===== src/design/rpcde_pkg.sv =====
// ----------------------------------------------------------------------------
// rpcde_pkg
// Shared types, opcode constants and the cache hash for the pixel encoder.
// ----------------------------------------------------------------------------
package rpcde_pkg;

  localparam int CACHE_ENTRIES = 64;
  localparam int CACHE_IDX_W   = 6;
  localparam int RUN_W         = 6;
  localparam int BYTES_MAX     = 5;
  localparam int CNT_W         = 3;

  // opcodes of the compressed stream
  localparam logic [7:0] OP_RGB   = 8'h3F;
  localparam logic [7:0] OP_INDEX = 8'h40;
  localparam logic [7:0] OP_LUMA  = 8'h80;
  localparam logic [7:0] OP_DIFF  = 8'hC0;

  // hash weights
  localparam logic [12:0] HASH_R = 13'd7;
  localparam logic [12:0] HASH_G = 13'd11;
  localparam logic [12:0] HASH_B = 13'd13;

  typedef logic [23:0] rgb_t;

  typedef struct packed {
    logic [7:0]             red;
    logic [7:0]             green;
    logic [7:0]             blue;
    logic                   image_start;
    logic                   image_end;
    logic [CACHE_IDX_W-1:0] idx;
  } pix_item_t;

  typedef struct packed {
    logic [BYTES_MAX-1:0][7:0] bytes;
    logic [CNT_W-1:0]          count;
    logic [RUN_W-1:0]          run_nxt;
    logic                      cache_we;
  } enc_res_t;

  function automatic logic [CACHE_IDX_W-1:0] pixel_slot(
    input logic [7:0] r,
    input logic [7:0] g,
    input logic [7:0] b
  );
    logic [12:0] sum;
    sum = 13'(r) * HASH_R + 13'(g) * HASH_G + 13'(b) * HASH_B;
    return sum[CACHE_IDX_W-1:0];
  endfunction

endpackage


===== src/design/rpcde_ifs.sv =====
// ----------------------------------------------------------------------------
// rpcde channel interfaces
// Valid/ready channels for input pixels and output code bytes.
// ----------------------------------------------------------------------------
interface rpcde_pixel_if;
  logic       valid;
  logic       ready;
  logic [7:0] red;
  logic [7:0] green;
  logic [7:0] blue;
  logic       image_start;
  logic       image_end;

  modport source (output valid, red, green, blue, image_start, image_end, input ready);
  modport sink   (input valid, red, green, blue, image_start, image_end, output ready);
endinterface

interface rpcde_code_if;
  logic       valid;
  logic       ready;
  logic [7:0] code_byte;
  logic       pixel_done;

  modport source (output valid, code_byte, pixel_done, input ready);
  modport sink   (input valid, code_byte, pixel_done, output ready);
endinterface


===== src/design/rgb_pixel_run_cache_delta_encoder.sv =====
// ----------------------------------------------------------------------------
// rgb_pixel_run_cache_delta_encoder
// Pixel stream encoder with runs, a 64-entry color cache and delta codes.
//
//   channel   dir  payload                                   handshake
//   in_pixel  in   red, green, blue, image_start, image_end  valid/ready
//   out_code  out  code_byte, pixel_done                      valid/ready
//
// A pixel is registered with its cache read, coded in the next cycle and its
// bytes are loaded into the output buffer register, from which out_code
// offers them.
// Zero-byte pixels go at one per cycle, as do one-byte pixels while out_code
// is ready; a pixel giving more bytes holds the coder until the one-byte
// output channel has sent them (up to 5 for a run flush plus a literal).
// Synchronous reset clears control state and all cache valid bits at once.
// A stalled output holds the buffer and backs up to in_pixel.ready.
// ----------------------------------------------------------------------------
module rgb_pixel_run_cache_delta_encoder #(
  parameter int MAX_RUN = 63
) (
  input  logic               clk,
  input  logic               rst_n,
  rpcde_pixel_if.sink        in_pixel,
  rpcde_code_if.source       out_code
);

  rpcde_pkg::pix_item_t        in_item;
  rpcde_pkg::pix_item_t        a_item_r;
  logic                        a_valid_r;
  rpcde_pkg::rgb_t             prev_r;
  logic [rpcde_pkg::RUN_W-1:0] run_r;
  rpcde_pkg::rgb_t             entry;
  rpcde_pkg::enc_res_t         res;
  logic                        can_load;
  logic                        consume;
  logic                        accept;

  always_comb begin
    in_item.red         = in_pixel.red;
    in_item.green       = in_pixel.green;
    in_item.blue        = in_pixel.blue;
    in_item.image_start = in_pixel.image_start;
    in_item.image_end   = in_pixel.image_end;
    in_item.idx         = rpcde_pkg::pixel_slot(in_pixel.red, in_pixel.green,
                                                in_pixel.blue);
  end

  // a pixel with no bytes leaves without waiting for the buffer
  assign consume        = a_valid_r && ((res.count == '0) || can_load);
  assign in_pixel.ready = !a_valid_r || consume;
  assign accept         = in_pixel.valid && in_pixel.ready;

  always_ff @(posedge clk) begin
    if (!rst_n) begin
      a_valid_r <= 1'b0;
      prev_r    <= '0;
      run_r     <= '0;
    end else begin
      if (accept) begin
        a_valid_r <= 1'b1;
      end else if (consume) begin
        a_valid_r <= 1'b0;
      end
      if (consume) begin
        prev_r <= {a_item_r.red, a_item_r.green, a_item_r.blue};
        run_r  <= res.run_nxt;
      end
    end
  end

  always_ff @(posedge clk) begin
    if (accept) begin
      a_item_r <= in_item;
    end
  end

  rpcde_cache u_cache (
    .clk     (clk),
    .rst_n   (rst_n),
    .rd_en   (accept),
    .rd_idx  (in_item.idx),
    .wr_en   (consume && res.cache_we),
    .wr_idx  (a_item_r.idx),
    .wr_data ({a_item_r.red, a_item_r.green, a_item_r.blue}),
    .clear   (consume && a_item_r.image_start),
    .entry   (entry)
  );

  rpcde_encode #(
    .MAX_RUN (MAX_RUN)
  ) u_encode (
    .item  (a_item_r),
    .prev  (prev_r),
    .run   (run_r),
    .entry (entry),
    .res   (res)
  );

  rpcde_obuf u_obuf (
    .clk        (clk),
    .rst_n      (rst_n),
    .load       (consume && (res.count != '0)),
    .load_bytes (res.bytes),
    .load_cnt   (res.count),
    .can_load   (can_load),
    .out_code   (out_code)
  );

endmodule


===== src/design/rpcde_cache.sv =====
// ----------------------------------------------------------------------------
// rpcde_cache
// 64-entry color cache: registered read, per-entry valid bits cleared at
// image start, and write-to-read forwarding.
// ----------------------------------------------------------------------------
module rpcde_cache (
  input  logic                             clk,
  input  logic                             rst_n,
  input  logic                             rd_en,
  input  logic [rpcde_pkg::CACHE_IDX_W-1:0] rd_idx,
  input  logic                             wr_en,
  input  logic [rpcde_pkg::CACHE_IDX_W-1:0] wr_idx,
  input  rpcde_pkg::rgb_t                  wr_data,
  input  logic                             clear,
  output rpcde_pkg::rgb_t                  entry
);

  rpcde_pkg::rgb_t mem [rpcde_pkg::CACHE_ENTRIES];

  logic [rpcde_pkg::CACHE_ENTRIES-1:0] valid_r, valid_nxt;
  rpcde_pkg::rgb_t rd_data_r;
  rpcde_pkg::rgb_t fwd_data_r;
  logic            vld_r;
  logic            fwd_r;

  always_comb begin
    valid_nxt = clear ? '0 : valid_r;
    if (wr_en) begin
      valid_nxt[wr_idx] = 1'b1;
    end
  end

  always_ff @(posedge clk) begin
    if (!rst_n) begin
      valid_r <= '0;
      vld_r   <= 1'b0;
      fwd_r   <= 1'b0;
    end else begin
      valid_r <= valid_nxt;
      if (rd_en) begin
        vld_r <= valid_nxt[rd_idx];
        fwd_r <= wr_en && (wr_idx == rd_idx);
      end
    end
  end

  always_ff @(posedge clk) begin
    if (wr_en) begin
      mem[wr_idx] <= wr_data;
    end
    if (rd_en) begin
      rd_data_r  <= mem[rd_idx];
      fwd_data_r <= wr_data;
    end
  end

  // an entry not written since the last clear reads as black
  assign entry = fwd_r ? fwd_data_r : (vld_r ? rd_data_r : '0);

endmodule


===== src/design/rpcde_encode.sv =====
// ----------------------------------------------------------------------------
// rpcde_encode
// Code selection for one pixel: run, cache hit, small delta, luma delta or
// literal, with the pending run flushed ahead of any other code.
// ----------------------------------------------------------------------------
module rpcde_encode #(
  parameter int MAX_RUN = 63
) (
  input  rpcde_pkg::pix_item_t        item,
  input  rpcde_pkg::rgb_t             prev,
  input  logic [rpcde_pkg::RUN_W-1:0] run,
  input  rpcde_pkg::rgb_t             entry,
  output rpcde_pkg::enc_res_t         res
);

  rpcde_pkg::rgb_t              pix, prev_eff, entry_eff;
  logic [rpcde_pkg::RUN_W-1:0]  run_eff, run_inc;
  logic [7:0]                   dr_u, dg_u, db_u, gr_u, br_u;
  logic signed [7:0]            dr, dg, db;
  logic signed [8:0]            gr, br;
  logic [7:0]                   dr2, dg2, db2, dr32, gr8, br8;
  logic                         small_ok, luma_ok;
  logic [3:0][7:0]              code;
  logic [rpcde_pkg::CNT_W-1:0]  code_cnt;

  always_comb begin
    pix       = {item.red, item.green, item.blue};
    // image start acts on a cleared cache, previous pixel and run
    prev_eff  = item.image_start ? '0 : prev;
    run_eff   = item.image_start ? '0 : run;
    entry_eff = item.image_start ? '0 : entry;
    run_inc   = run_eff + 1'b1;

    dr_u = item.red   - prev_eff[23:16];
    dg_u = item.green - prev_eff[15:8];
    db_u = item.blue  - prev_eff[7:0];
    gr_u = dg_u - dr_u;
    br_u = db_u - dr_u;
    dr   = signed'(dr_u);
    dg   = signed'(dg_u);
    db   = signed'(db_u);
    gr   = {dg[7], dg} - {dr[7], dr};
    br   = {db[7], db} - {dr[7], dr};

    dr2  = dr_u + 8'd2;
    dg2  = dg_u + 8'd2;
    db2  = db_u + 8'd2;
    dr32 = dr_u + 8'd32;
    gr8  = gr_u + 8'd8;
    br8  = br_u + 8'd8;

    small_ok = (dr >= -8'sd2) && (dr <= 8'sd1) && (dg >= -8'sd2) && (dg <= 8'sd1)
            && (db >= -8'sd2) && (db <= 8'sd1);
    luma_ok  = (dr >= -8'sd32) && (dr <= 8'sd31) && (gr >= -9'sd8) && (gr <= 9'sd7)
            && (br >= -9'sd8) && (br <= 9'sd7);

    code     = '0;
    code_cnt = '0;
    if (entry_eff == pix) begin
      code[0]  = rpcde_pkg::OP_INDEX | 8'(item.idx);
      code_cnt = 3'd1;
    end else if (small_ok) begin
      code[0]  = rpcde_pkg::OP_DIFF | {2'b00, dr2[1:0], dg2[1:0], db2[1:0]};
      code_cnt = 3'd1;
    end else if (luma_ok) begin
      code[0]  = rpcde_pkg::OP_LUMA | {2'b00, dr32[5:0]};
      code[1]  = {gr8[3:0], br8[3:0]};
      code_cnt = 3'd2;
    end else begin
      code[0]  = rpcde_pkg::OP_RGB;
      code[1]  = item.red;
      code[2]  = item.green;
      code[3]  = item.blue;
      code_cnt = 3'd4;
    end

    res = '0;
    if (!item.image_start && pix == prev) begin
      if (item.image_end || run_inc >= rpcde_pkg::RUN_W'(MAX_RUN)) begin
        res.bytes[0] = 8'(run_inc - 1'b1);
        res.count    = 3'd1;
        res.run_nxt  = '0;
      end else begin
        res.run_nxt  = run_inc;
      end
    end else begin
      res.run_nxt  = '0;
      res.cache_we = (entry_eff != pix);
      if (run_eff != '0) begin
        res.bytes[0]   = 8'(run_eff - 1'b1);
        res.bytes[4:1] = code;
        res.count      = code_cnt + 3'd1;
      end else begin
        res.bytes[3:0] = code;
        res.count      = code_cnt;
      end
    end
  end

endmodule


===== src/design/rpcde_obuf.sv =====
// ----------------------------------------------------------------------------
// rpcde_obuf
// Output byte buffer: holds the bytes of one pixel and sends them one per
// request, marking the last one.
// ----------------------------------------------------------------------------
module rpcde_obuf (
  input  logic                                  clk,
  input  logic                                  rst_n,
  input  logic                                  load,
  input  logic [rpcde_pkg::BYTES_MAX-1:0][7:0]  load_bytes,
  input  logic [rpcde_pkg::CNT_W-1:0]           load_cnt,
  output logic                                  can_load,
  rpcde_code_if.source                          out_code
);

  logic [rpcde_pkg::BYTES_MAX-1:0][7:0] buf_r;
  logic [rpcde_pkg::CNT_W-1:0]          cnt_r;
  logic                                 pop;

  assign pop      = out_code.valid && out_code.ready;
  assign can_load = (cnt_r == '0) || ((cnt_r == 3'd1) && out_code.ready);

  always_ff @(posedge clk) begin
    if (!rst_n) begin
      cnt_r <= '0;
    end else if (load) begin
      cnt_r <= load_cnt;
    end else if (pop) begin
      cnt_r <= cnt_r - 3'd1;
    end
  end

  always_ff @(posedge clk) begin
    if (load) begin
      buf_r <= load_bytes;
    end else if (pop) begin
      buf_r <= {8'h00, buf_r[rpcde_pkg::BYTES_MAX-1:1]};
    end
  end

  assign out_code.valid      = (cnt_r != '0);
  assign out_code.code_byte  = buf_r[0];
  assign out_code.pixel_done = (cnt_r == 3'd1);

endmodule

===== src/flat_wrapper.sv =====
// flat-port wrapper written by rule: the top's interface ports become plain ports
module rgb_pixel_run_cache_delta_encoder_flat 
#(
  parameter int MAX_RUN = 63
)
  (clk, rst_n, in_pixel_valid, in_pixel_red, in_pixel_green, in_pixel_blue, in_pixel_image_start, in_pixel_image_end, in_pixel_ready, out_code_valid, out_code_code_byte, out_code_pixel_done, out_code_ready);
  rpcde_pixel_if in_pixel_i ();
  rpcde_code_if out_code_i ();
  input  logic clk;
  input  logic rst_n;
  input wire logic [$bits(in_pixel_i.valid)-1:0] in_pixel_valid;
  input wire logic [$bits(in_pixel_i.red)-1:0] in_pixel_red;
  input wire logic [$bits(in_pixel_i.green)-1:0] in_pixel_green;
  input wire logic [$bits(in_pixel_i.blue)-1:0] in_pixel_blue;
  input wire logic [$bits(in_pixel_i.image_start)-1:0] in_pixel_image_start;
  input wire logic [$bits(in_pixel_i.image_end)-1:0] in_pixel_image_end;
  output wire logic [$bits(in_pixel_i.ready)-1:0] in_pixel_ready;
  output wire logic [$bits(out_code_i.valid)-1:0] out_code_valid;
  output wire logic [$bits(out_code_i.code_byte)-1:0] out_code_code_byte;
  output wire logic [$bits(out_code_i.pixel_done)-1:0] out_code_pixel_done;
  input wire logic [$bits(out_code_i.ready)-1:0] out_code_ready;
  assign in_pixel_i.valid = in_pixel_valid;
  assign in_pixel_i.red = in_pixel_red;
  assign in_pixel_i.green = in_pixel_green;
  assign in_pixel_i.blue = in_pixel_blue;
  assign in_pixel_i.image_start = in_pixel_image_start;
  assign in_pixel_i.image_end = in_pixel_image_end;
  assign in_pixel_ready = in_pixel_i.ready;
  assign out_code_valid = out_code_i.valid;
  assign out_code_code_byte = out_code_i.code_byte;
  assign out_code_pixel_done = out_code_i.pixel_done;
  assign out_code_i.ready = out_code_ready;
  rgb_pixel_run_cache_delta_encoder #(.MAX_RUN(MAX_RUN)) u_core (.clk(clk), .rst_n(rst_n), .in_pixel(in_pixel_i), .out_code(out_code_i));
endmodule

===== config.mk =====
export PLATFORM = sky130hd
export DESIGN_NAME = rgb_pixel_run_cache_delta_encoder_flat
export DESIGN_NICKNAME = d
export VERILOG_FILES = /design/src/design/rpcde_pkg.sv /design/src/design/rpcde_ifs.sv /design/src/design/rgb_pixel_run_cache_delta_encoder.sv /design/src/design/rpcde_cache.sv /design/src/design/rpcde_encode.sv /design/src/design/rpcde_obuf.sv /design/src/flat_wrapper.sv
export SDC_FILE = /design/constraint.sdc
export NUM_CORES = 2
export LEC_CHECK = 0
export ABC_AREA = 1
export BUFFER_PORTS_ARGS = -buffer_cell sky130_fd_sc_hd__buf_2
export CAP_MARGIN = 40
export CORE_ASPECT_RATIO = 1.75
export CORE_MARGIN = 5
export CORE_UTILIZATION = 30
export DETAILED_ROUTE_END_ITERATION = 12
export GPL_TIMING_DRIVEN = 0
export PLACE_DENSITY = 0.41
export SYNTH_ARGS = -nofsm -noshare
export SYNTH_HDL_FRONTEND = slang
export SYNTH_SLANG_ARGS = --single-unit

===== constraint.sdc =====
create_clock -name clk -period 17.5 [get_ports clk]
set_input_delay 5.25 -clock clk [delete_from_list [all_inputs] [get_ports clk]]
set_output_delay 5.25 -clock clk [all_outputs]
set_load 0.01 [all_outputs]

==> run_results.csv <==
group,metric,value,unit
cts,cts.path.max_buffers,4,
place,globalplace.congestion,0.940,
setup_path,cp.arrival,6.79,ns
synthesis,ys_types,54,
synthesis,avgSynthCellArea,12.2,um^2
sta,final.setup.tns,0,ns
setup_path,crit_path_end_kind,"output port",
sta,slew-limit-headroom,0.352,
sta,rsz0062_at_grt,"false",
place,hpwl,259000,um
detailed_routing,dr.pass1.iters,6,
place,io_buffers,40,
cts,clock_sinks,1756,
floorplanning,start_util,0.300,
synthesis,synth_edf_count,1656,
synthesis,yosysWarnings,0,
place,pre_cts_ws,5.10,ns
final_layout,final_common_cell,"edfxtp_1",
cts,path_clk_slew,0.07,ns
final_layout,area_delta_synth_final,21.0,%
grt,grt_pass1_vias,53730,
setup_path,cpPeakStageDelay,0.93,ns
cts,cts_max_level,4,
run,cap_violations,0,
floorplanning,die_h,666,um
sta,final_hold_viol_count,0,
sta,hold_ws,0.471,ns
sta,setup_viol,0,
cts,cts_tree,"built",
grt,grt_max_degree,51,
detailed_routing,ant_nets,0,
final_layout,finalCoreUtilization,0.363,
floorplanning,die_area,256000,um^2
cts,insertion_delay,0.86,ns
setup_path,worst-path-max-fanout,11,
detailed_routing,wire_per_inst,35.3,um
detailed_routing,vias,55755,
cts,postCtsSetupRepairBufs,0,
cts,numCtsBuffers,177,
cts,ctsHoldBuffers,0,
synthesis,ys.flop_type,"edfxtp_1",
floorplanning,fp-row-count,241,
detailed_routing,vias_per_cell,5.59,
power,ir_worst_vdd,147,uV
setup_path,crit_slowest_cell,"edfxtp_1",
final_layout,drive_gt1_frac,0.109,
floorplanning,io_pins,41,
sta,worst_slack,5.46,ns
grt,grt_pass1_wl,468000,um
final_layout,final_net_count,6691,
floorplanning,die_x,385,um
detailed_routing,drt_iter0_drc,6691,
setup_path,crit_buf_inv,9,
sta,worst_pin_slew,0.972,ns
hold_path,hold_class,"reg -> reg",
sta,period_needed,12.04,ns
detailed_routing,routed_wl,353000,um
setup_path,cp-start-kind,"flip-flop",
sta,skew,0.0557,ns
power,power_density,191,nW/um^2
final_layout,fillers,23933,
grt,grt.total_usage,0.266,
synthesis,netlist_area,73800,um^2
setup_path,cp_top_family,"simple AND/OR/NAND/NOR gates",
sta,fin_crit_sh,0.688,
power,p_total,17.1,mW
synthesis,ys_top_cells_by_area,"edfxtp_1, o21ai_0, nor2_1, dfxtp_1, o22ai_1",
final_layout,final_cell_mix,"edfxtp_1, nor2_1, o21ai_0",
cts,cts.repair.resized,0,
synthesis,synth_cells,6063,
synthesis,syn_nets,6186,
setup_path,required,12.25,ns
setup_path,path_class,"reg -> out",
floorplanning,core,246000,um^2
synthesis,synth-seq-area-share,0.701,
sta,max_freq,83.1,MHz
synthesis,yosys.area.top_type,"edfxtp_1",
synthesis,synth-seq-cells,1756,
synthesis,synth_top_cell_area_share,0.674,
setup_path,cpMostUsedCell,"nand2_1",
cts,ctsRootBufferMaster,"clkbuf_16",
detailed_routing,drcViolationCount,0,
power,p_leak,29.3,nW
grt,antenna_found_initial,22,
grt,grt_overflow,0,
sta,finalMaxSlewViolations,0,
status,status,"complete, no violations",
synthesis,ys_async_sr_fraction,0,
[sequential cells by signal, indices dropped and copies added (netlist names)]
name	cells
u_core.u_cache.mem	1536
u_core.u_cache.valid_r	64
u_core.a_item_r	32
u_core.u_obuf.buf_r	32
u_core.prev_r	24
u_core.u_cache.fwd_data_r	24
u_core.u_cache.rd_data_r	24
u_core.u_obuf.out_code.code_byte	8
u_core.run_r	6
u_core.u_obuf.cnt_r	3
u_core.a_valid_r	1
u_core.u_cache.fwd_r	1
u_core.u_cache.vld_r	1
[per-layer routing]
metal | global-route usage | wire length, um | up-vias
met2 | 0.458 | 173000 | 2695
met3 | 0.0384 | 23300 | 865
met5 | 0 | 100 | -
met1 | 0.307 | 127000 | 28698
li1 | - | - | 23483
met4 | 0.179 | 29600 | 14
[power breakdown]
part | internal [mW] | switching [mW] | total, mW
sequential | 4.97 | 0.0972 | 5.06
combinational | 1.99 | 6.34 | 8.33
clock | 2.00 | 1.67 | 3.67
[path summary, 6_finish.rpt]
kind,startpoint,to,slack (ns),cells past startpoint
min reg2reg,u_core.u_cache.valid_r[45]$_SDFF_PN0_,u_core.u_cache.valid_r[45]$_SDFF_PN0_,0.47,2
max reg2reg,u_core.a_item_r[24]$_DFFE_PP_,u_core.u_cache.mem[15][8]$_DFFE_PP_,9.55,37
min,u_core.u_cache.valid_r[45]$_SDFF_PN0_,u_core.u_cache.valid_r[45]$_SDFF_PN0_,0.47,2
max,u_core.a_item_r[24]$_DFFE_PP_,in_pixel_ready,5.46,32
[tightest hold or removal path: stages, from the launching register on]
cell	delay, ns
dfxtp_1	0.30
nand2_1	0.07
a21oi_1	0.06
[through the flow]
stage                     cell area (um^2)  std cells
after global routing                 89300       9973
after detailed placement             84000       9666
after global placement               78100       9383
after floorplan                      73800       6063
after CTS                            89300       9969
final                                89300       9978
[logic make-up (layout without fill, tap and decap cells)]
family	count (synthesis)	count (layout)	synth area share
AO/OA/AOI/OAI	1700	1700	0.134
XOR/XNOR	90	90	0.0107
adder cells (fa/ha/maj)	93	93	0.0187
buffers and inverters	646	1275	0.0350
flip-flops	1756	1756	0.701
other	0	6	0
AND/OR/NAND/NOR	1778	1778	0.101
[Yosys cell counts, types with 23 or more instances]
master,count
a21oi_1,167
nor2_1,975
nand2_1,414
o22ai_1,253
nor3_1,24
ha_1,64
fa_1,29
dfxtp_1,100
nand3_1,249
clkbuf_1,363
buf_1,23
o211ai_1,149
edfxtp_1,1656
inv_1,195
xor2_1,65
nand4_1,58
a31oi_1,28
o21ai_0,918
o221ai_1,153
xnor2_1,25
[layout make-up]
class                      count  area (um^2)  area share
antenna                        6         15.0    0.000168
buffer                       428         1780      0.0199
clock buffer                 235         4820      0.0540
clock inverter                68          422     0.00472
inverter                     218          828     0.00928
multi-input combinational   3661        19700       0.221
sequential                  1756        51700       0.579
tap                         3280         4100      0.0460
timing repair buffer         326         5860      0.0656
Power figures use the tool's default switching activity.
